## config.mk

```make
export PLATFORM = sky130hd
export DESIGN_NAME = sorted_array_priority_queue
export DESIGN_NICKNAME = d
export VERILOG_FILES = /design/src/rtl/sapq_pkg.sv /design/src/rtl/sapq_cell.sv /design/src/rtl/sorted_array_priority_queue.sv
export SDC_FILE = /design/constraint.sdc
export NUM_CORES = 2
export LEC_CHECK = 0
export ABC_AREA = 1
export ABC_CLOCK_PERIOD_IN_PS = 6400
export BUFFER_PORTS_ARGS = -buffer_cell sky130_fd_sc_hd__buf_2
export CORE_UTILIZATION = 65
export CTS_CLUSTER_DIAMETER = 50
export DETAILED_ROUTE_END_ITERATION = 8
export PLACE_DENSITY = 0.81
export SLEW_MARGIN = 0
export SYNTH_ARGS = -nofsm -noshare
export SYNTH_HDL_FRONTEND = slang
export SYNTH_HIERARCHICAL = 1
export SYNTH_SLANG_ARGS = --single-unit
```

## constraint.sdc

```tcl
create_clock -name i_clk -period 6.4 [get_ports i_clk]
set_clock_uncertainty 0.1 [all_clocks]
set_input_delay 1.28 -clock i_clk [delete_from_list [all_inputs] [get_ports i_clk]]
set_output_delay 1.28 -clock i_clk [all_outputs]
set_load 0.02 [all_outputs]
```

## src/rtl/sapq_pkg.sv

```systemverilog
`timescale 1ns / 1ps
// ----------------------------------------------------------------------------
// sapq_pkg
// Shared types and constants for the sorted-array priority queue.
// ----------------------------------------------------------------------------
package sapq_pkg;

    localparam int VALUE_BITS  = 32;
    localparam int COUNT_BITS  = 5;
    localparam int CAP_BITS    = 5;

    localparam logic [CAP_BITS-1:0] CAPACITY_RESET = 5'd16;

    localparam logic KIND_INSERT = 1'b0;
    localparam logic KIND_DELETE = 1'b1;

    typedef enum logic [1:0] {
        ST_OK        = 2'd0,
        ST_OVERFLOW  = 2'd1,
        ST_EMPTY     = 2'd2,
        ST_NOT_FOUND = 2'd3
    } t_status;

    typedef logic signed [VALUE_BITS-1:0] t_value;

    typedef struct packed {
        logic   kind;
        t_value value;
    } t_in_beat;

    typedef struct packed {
        t_status                status;
        logic [COUNT_BITS-1:0]  fill_count;
        t_value                 head_value;
    } t_out_beat;

    // Operation strobes broadcast to every cell.
    typedef struct packed {
        logic ins_en;
        logic del_en;
    } t_cell_op;

    // Where a cell sits relative to the stored run.
    typedef struct packed {
        logic occupied;
        logic tail;
    } t_cell_slot;

endpackage

```

## src/rtl/sapq_cell.sv

```systemverilog
`timescale 1ns / 1ps
// ----------------------------------------------------------------------------
// sapq_cell
// One slot of the sorted chain: holds a value, compares it with the
// broadcast operand and shifts to or from its neighbors.
// ----------------------------------------------------------------------------
module sapq_cell (
    input  logic                 i_clk,
    input  sapq_pkg::t_cell_op   i_op,
    input  sapq_pkg::t_cell_slot i_slot,
    input  sapq_pkg::t_value     i_value,
    input  logic                 i_left_ge,
    input  sapq_pkg::t_value     i_left_value,
    input  sapq_pkg::t_value     i_right_value,
    output logic                 o_ge,
    output logic                 o_hit,
    output sapq_pkg::t_value     o_value,
    output sapq_pkg::t_value     o_next_value
);

    sapq_pkg::t_value r_value;
    sapq_pkg::t_value n_value;

    // Operand at or above the stored value, only for live slots.
    assign o_ge    = i_slot.occupied && (i_value >= r_value);
    // First live slot that equals the operand (sorted, so equals are contiguous).
    assign o_hit   = i_slot.occupied && (i_value == r_value) && !i_left_ge;
    assign o_value = r_value;

    always_comb begin
        n_value = r_value;
        if (i_op.ins_en && (o_ge || i_slot.tail)) begin
            // Take the left neighbor when it also shifts, else take the operand.
            n_value = i_left_ge ? i_left_value : i_value;
        end else if (i_op.del_en && o_ge) begin
            // Close the gap: pull from the right.
            n_value = i_right_value;
        end
    end

    assign o_next_value = n_value;

    always_ff @(posedge i_clk) begin
        r_value <= n_value;
    end

endmodule

```

## src/rtl/sorted_array_priority_queue.sv

```systemverilog
`timescale 1ns / 1ps
// ----------------------------------------------------------------------------
// sorted_array_priority_queue
// Shift-register priority queue: signed values kept in descending order in
// a chain of cells, with insert and delete-by-value, one result per beat.
// ----------------------------------------------------------------------------
//  channel | direction | handshake                | payload
//  --------+-----------+--------------------------+-------------------------
//  in      | input     | i_in_valid / o_in_ready  | i_in_data  (t_in_beat)
//  out     | output    | o_out_valid / i_out_ready| o_out_data (t_out_beat)
//  cfg     | input     | i_cfg_we                 | i_cfg_data (capacity)
//
//  Cycles: one beat per clock unless the output stalls; every cell compares
//  the operand against its own value in parallel and shifts in one step, so
//  the result is registered and appears in the cycle after the input beat is taken.
//  The output register lets a new beat in whenever it is empty or being
//  drained in the same cycle; a stalled output holds the input side.
//  Reset (synchronous, active low) clears the fill count and output valid
//  and sets capacity to 16. Cell contents are not cleared; slots at or past
//  the fill count are never read.
// ----------------------------------------------------------------------------
module sorted_array_priority_queue #(
    parameter int DEPTH = 16
) (
    input  logic                                i_clk,
    input  logic                                i_rst_n,
    input  logic                                i_in_valid,
    output logic                                o_in_ready,
    input  sapq_pkg::t_in_beat                  i_in_data,
    output logic                                o_out_valid,
    input  logic                                i_out_ready,
    output sapq_pkg::t_out_beat                 o_out_data,
    input  logic                                i_cfg_we,
    input  logic [sapq_pkg::CAP_BITS-1:0]       i_cfg_data
);

    // Count wide enough to hold DEPTH itself; compare width covers capacity too.
    localparam int CW   = $clog2(DEPTH + 1);
    localparam int CMPW = (CW > sapq_pkg::CAP_BITS) ? CW : sapq_pkg::CAP_BITS;

    logic [CW-1:0]                   r_count;
    logic [CW-1:0]                   n_count;
    logic [sapq_pkg::CAP_BITS-1:0]   r_capacity;
    logic                            r_out_valid;
    sapq_pkg::t_out_beat             r_out_data;
    sapq_pkg::t_out_beat             n_out_data;

    logic [CMPW-1:0]                 eff_cap;
    logic [CMPW-1:0]                 count_ext;
    logic                            accept;
    logic                            full;
    logic                            empty;
    logic                            found;
    sapq_pkg::t_cell_op              op;
    sapq_pkg::t_status               status;

    logic [DEPTH-1:0]                ge;
    logic [DEPTH-1:0]                hit;
    sapq_pkg::t_value                cell_value [DEPTH];
    sapq_pkg::t_value                cell_next  [DEPTH];

    // ------------------------------------------------------------------
    // Handshake: accept while the output register is free or draining.
    // ------------------------------------------------------------------
    assign o_in_ready = !r_out_valid || i_out_ready;
    assign accept     = i_in_valid && o_in_ready;

    // Clamp capacity into 1..DEPTH.
    always_comb begin
        if (r_capacity == '0) begin
            eff_cap = CMPW'(1);
        end else if (CMPW'(r_capacity) > CMPW'(DEPTH)) begin
            eff_cap = CMPW'(DEPTH);
        end else begin
            eff_cap = CMPW'(r_capacity);
        end
    end

    assign count_ext = CMPW'(r_count);
    assign full      = count_ext >= eff_cap;
    assign empty     = (r_count == '0);
    assign found     = |hit;

    // Decide the operation; cells only move on a successful one.
    always_comb begin
        op     = '0;
        status = sapq_pkg::ST_OK;
        if (i_in_data.kind == sapq_pkg::KIND_INSERT) begin
            if (full) begin
                status = sapq_pkg::ST_OVERFLOW;
            end else begin
                op.ins_en = accept;
            end
        end else begin
            if (empty) begin
                status = sapq_pkg::ST_EMPTY;
            end else if (!found) begin
                status = sapq_pkg::ST_NOT_FOUND;
            end else begin
                op.del_en = accept;
            end
        end
    end

    always_comb begin
        n_count = r_count;
        if (op.ins_en) begin
            n_count = r_count + CW'(1);
        end else if (op.del_en) begin
            n_count = r_count - CW'(1);
        end
    end

    // ------------------------------------------------------------------
    // Cell chain. Each cell sees its left neighbor's compare flag and the
    // values on both sides; the ends are tied off.
    // ------------------------------------------------------------------
    for (genvar g = 0; g < DEPTH; g++) begin : g_cell
        sapq_pkg::t_cell_slot slot;
        logic                 left_ge;
        sapq_pkg::t_value     left_value;
        sapq_pkg::t_value     right_value;

        assign slot.occupied = CW'(g) < r_count;
        assign slot.tail     = CW'(g) == r_count;

        if (g == 0) begin : g_head
            assign left_ge    = 1'b0;
            assign left_value = i_in_data.value;
        end else begin : g_body
            assign left_ge    = ge[g-1];
            assign left_value = cell_value[g-1];
        end

        if (g == DEPTH - 1) begin : g_last
            // Slot empties on delete; its content no longer matters.
            assign right_value = cell_value[g];
        end else begin : g_mid
            assign right_value = cell_value[g+1];
        end

        sapq_cell u_cell (
            .i_clk         (i_clk),
            .i_op          (op),
            .i_slot        (slot),
            .i_value       (i_in_data.value),
            .i_left_ge     (left_ge),
            .i_left_value  (left_value),
            .i_right_value (right_value),
            .o_ge          (ge[g]),
            .o_hit         (hit[g]),
            .o_value       (cell_value[g]),
            .o_next_value  (cell_next[g])
        );
    end

    // Result beat reflects the state after this operation.
    always_comb begin
        n_out_data.status     = status;
        n_out_data.fill_count = sapq_pkg::COUNT_BITS'(n_count);
        n_out_data.head_value = (n_count == '0) ? '0 : cell_next[0];
    end

    // ------------------------------------------------------------------
    // Registers
    // ------------------------------------------------------------------
    always_ff @(posedge i_clk) begin
        if (!i_rst_n) begin
            r_count     <= '0;
            r_capacity  <= sapq_pkg::CAPACITY_RESET;
            r_out_valid <= 1'b0;
        end else begin
            r_count <= n_count;
            if (i_cfg_we) begin
                r_capacity <= i_cfg_data;
            end
            if (accept) begin
                r_out_valid <= 1'b1;
            end else if (i_out_ready) begin
                r_out_valid <= 1'b0;
            end
        end
    end

    // Payload: load on accept, hold otherwise.
    always_ff @(posedge i_clk) begin
        if (accept) begin
            r_out_data <= n_out_data;
        end
    end

    assign o_out_valid = r_out_valid;
    assign o_out_data  = r_out_data;

endmodule

```

==> impl_summary.md <==
Global route
The number of antenna violations at the first check in global routing is 6. In the global route stage, met3 resource usage came out at 8.97%. The fraction of met1 tracks used by global routing is 48.1%.

Global routing consumed, over all layers together, 41.4% of the routing resources. The wire length of the first global-routing pass is 260 mm. The number of global-route vias before repair is 48600. For met2 alone, demand over resource in global routing was 67.0%.

met2 is the most crowded layer. The global route total overflow is 0. Entering global routing, the biggest net connects 133 pins.

Layout
In the layout the commonest cells are sky130_fd_sc_hd__nand2_1 (2140), sky130_fd_sc_hd__inv_1 (1225), sky130_fd_sc_hd__nand3_1 (583). The fraction of layout instances using a drive strength above 1 is 15.5%. The multi-input combinational cells in the finished layout cover a total of 31500 um^2. Leaving out fill and tap cells, the most frequent cell in the layout is sky130_fd_sc_hd__nand2_1. Registers take 11600 um^2. Relative to the synthesized area, the layout overhead comes to 6.58%. The layout has 6461 filler cells. The final-stage net count is 7780.

Clock network
The longest clock path from root to sink contains 3 buffers. Once the clock tree was built, the resizer swapped 0 gates to a different size. The post-CTS setup-driven buffer insertion count is 0. The clock tree from TritonCTS is yes. In this run, CTS created clock tree buffers numbering 89.

The clock slew seen by the registers of the worst setup and hold paths is 0.06 ns. The clock sink count is 562. The latest clock arrival within the worst-skew pair is 0.66 ns. The number of levels the H-tree was split into is 3. Clock tree synthesis selected as its root buffer the cell sky130_fd_sc_hd__clkbuf_16. The post-cts hold buffer count is 0.

Routing
The post-route antenna net violation count is 0. In the routed design, unresolved DRC markers number 0. The violation count after the first detailed-route iteration is 4734. Dividing the detail-routed wire length by the instance count gives 19.8 um. Using the TritonRoute via totals, the vias-per-cell ratio works out to 6.00. The total vias in the final route is 50000.

The aggregate routed wire length is 165 mm. The pre-antenna-repair detailed-routing pass consisted of 6 iterations.

Setup path
The element type at the critical path end is a flip-flop. By instance count, the cell type seen most on the critical path is sky130_fd_sc_hd__nand2_1. The largest driver fanout on the critical path is 65. Data on the critical path arrives at its endpoint at 6.10 ns. In this design, the stage delay of the slowest critical-path cell is 0.78 ns. The family of cells with the greatest summed delay on the critical path is simple AND/OR/NAND/NOR gates.

The signal on the critical path passes through buf_2 > ha_1 > a21oi_1 > o21ai_0 > a21oi_1 > nand2_1 > nand2_2 > nand3_1 > nand3_2 > nand2_1 > nor2_1 > nor2_1 > nand2_1 > nor2_1 > nand2_4 > nand2_4 > inv_8 > buf_4 > nand3_4 > nand2_1 > nand3_1 > nand2_1. Counting both buffers and inverters, the worst setup path holds a total of 3. Data on the critical path is required at its endpoint by 6.90 ns. The startpoint type of the worst setup path is an input pin. The highest-delay cell along the critical path is sky130_fd_sc_hd__buf_2. The worst setup path is of the input pin to flip-flop kind.

Timing
The timing-limited maximum frequency is 179 MHz. Setup repair after global routing left no endpoint under its margin. The count of final max-slew check failures is 0. The worst slew slack as a fraction of its limit is 28.4%.

On the final layout, the worst hold slack is 0.393 ns. After layout, the worst path uses 87.5% of the clock period. The pin slew with the least headroom to its limit is 1.07 ns.

The number of failing setup endpoints in the final timing report is 0. The total negative setup slack is 0 ns. After layout, the minimum clock period comes to 5.60 ns. The number of hold violations in the final report was 0.

Floorplan
In this run the vertical extent of the chip is 280 um. In this run the horizontal extent of the chip is 280 um. The boundary pin count is 84. The effective utilization at floorplan is 66.0%. The floorplan step defined a die boundary enclosing 78700 um^2. The region available for standard cell placement spans 76300 um^2.

The floorplan row count is 101.

Power and ir drop
Cell internal power was estimated by the tool at 8.00 mW. The clock network fraction of total power is 42.3%. Of the total power, the share spent switching nets is 34.6%. The part of the total power dissipated in sequential elements is 34.5%. The cell leakage power is 32.9 nW.

Combinational logic burns 23.3% of the power. Across the VDD grid, the largest voltage drop is 0.000298 V. In this run the power density over the cells is 228 nW/um^2. The analysis attributes to net switching a power of 4.23 mW.

Synth
The number of warnings issued by yosys is 6. Averaged over all synthesized cells, the footprint is 6.88 um^2. The combined area of all synthesized cells is 50400 um^2. The number of nets in the synthesized netlist is 7889. The count of mapped cells out of synthesis is 7324.

Status
The flow ran to the end, and the final reports show no timing, DRC or antenna violations.

Min path
The class of the tightest hold or removal check is flip-flop to flip-flop.

Placement
The placer's final routability congestion estimate is 0.980. The count of buffers inserted at the top-level ports is 83. The sum of net half-perimeters after detailed placement is 116 mm.

Run
Max-cap violations in this run came to 0.
[metal layers]
layer	vias to the layer above	routed length (um)	share of wire, %
met1	23000	62500	38
met3	797	15000	9.1
met5	-	45	0.027
li1	23700	-	-
met4	6	13500	8.2
met2	2518	73900	45
[worst min-delay path, delay by kind of cell (launching register included)]
family	cells	cell delay, ns
flip-flops	1	0.31
buffers and inverters	1	0.08
AO/OA/AOI/OAI	1	0.07
[sequential cells by signal, summed over array words and instances, names as in the netlist]
name	cells
r_capacity	5
g_cell.u_cell/o_value	512
o_out_valid	1
o_out_data	39
count_ext	5
[final timing paths]
path	start	end	slack [ns]	cells past startpoint
worst max-delay path	i_in_data[15]	g_cell[5].u_cell/o_value[25]	0.80	22
worst min-delay path	r_capacity[3]	r_capacity[3]	0.39	2
worst max register to register	count_ext[4]	o_out_data[3]	1.29	22
worst min register to register	r_capacity[3]	r_capacity[3]	0.39	2
[power groups by stage]
stage	Sequential [mW]	Clock [mW]	Combinational, mW
6_report	4.22	5.17	2.84
4_1_cts	4.20	5.19	2.75
2_1_floorplan	4.15	0	1.98
3_3_place_gp	4.27	0	2.64
3_5_place_dp	4.27	0	2.73
5_1_grt	4.24	5.36	3.15
[through the flow]
step | cells | util [%] | instance area [um^2] | setup slack [ns] | power (mW)
after floorplan | 7324 | - | 50400 | 1.75 | 6.13
after global placement | 8154 | 66.2 | 50600 | 0.454 | 6.90
after detailed placement | 8154 | 66.2 | 50600 | 0.352 | 7.00
after CTS | 8322 | 70.4 | 53700 | 0.998 | 12.1
after global routing | 8322 | 70.4 | 53700 | 0.616 | 12.8
final | 8326 | 70.4 | 53700 | 0.800 | 12.2
[area by class of cell]
| class | count | area share (%) |
|---|---|---|
| timing repair buffer | 189 | 2.44 |
| clock inverter | 63 | 1.33 |
| sequential | 562 | 21.7 |
| inverter | 1276 | 9.00 |
| clock buffer | 105 | 4.54 |
| tap | 1030 | 2.40 |
| multi-input combinational | 5097 | 58.6 |
| antenna | 4 | 0.0186 |
(Power assumes the default switching activity.)
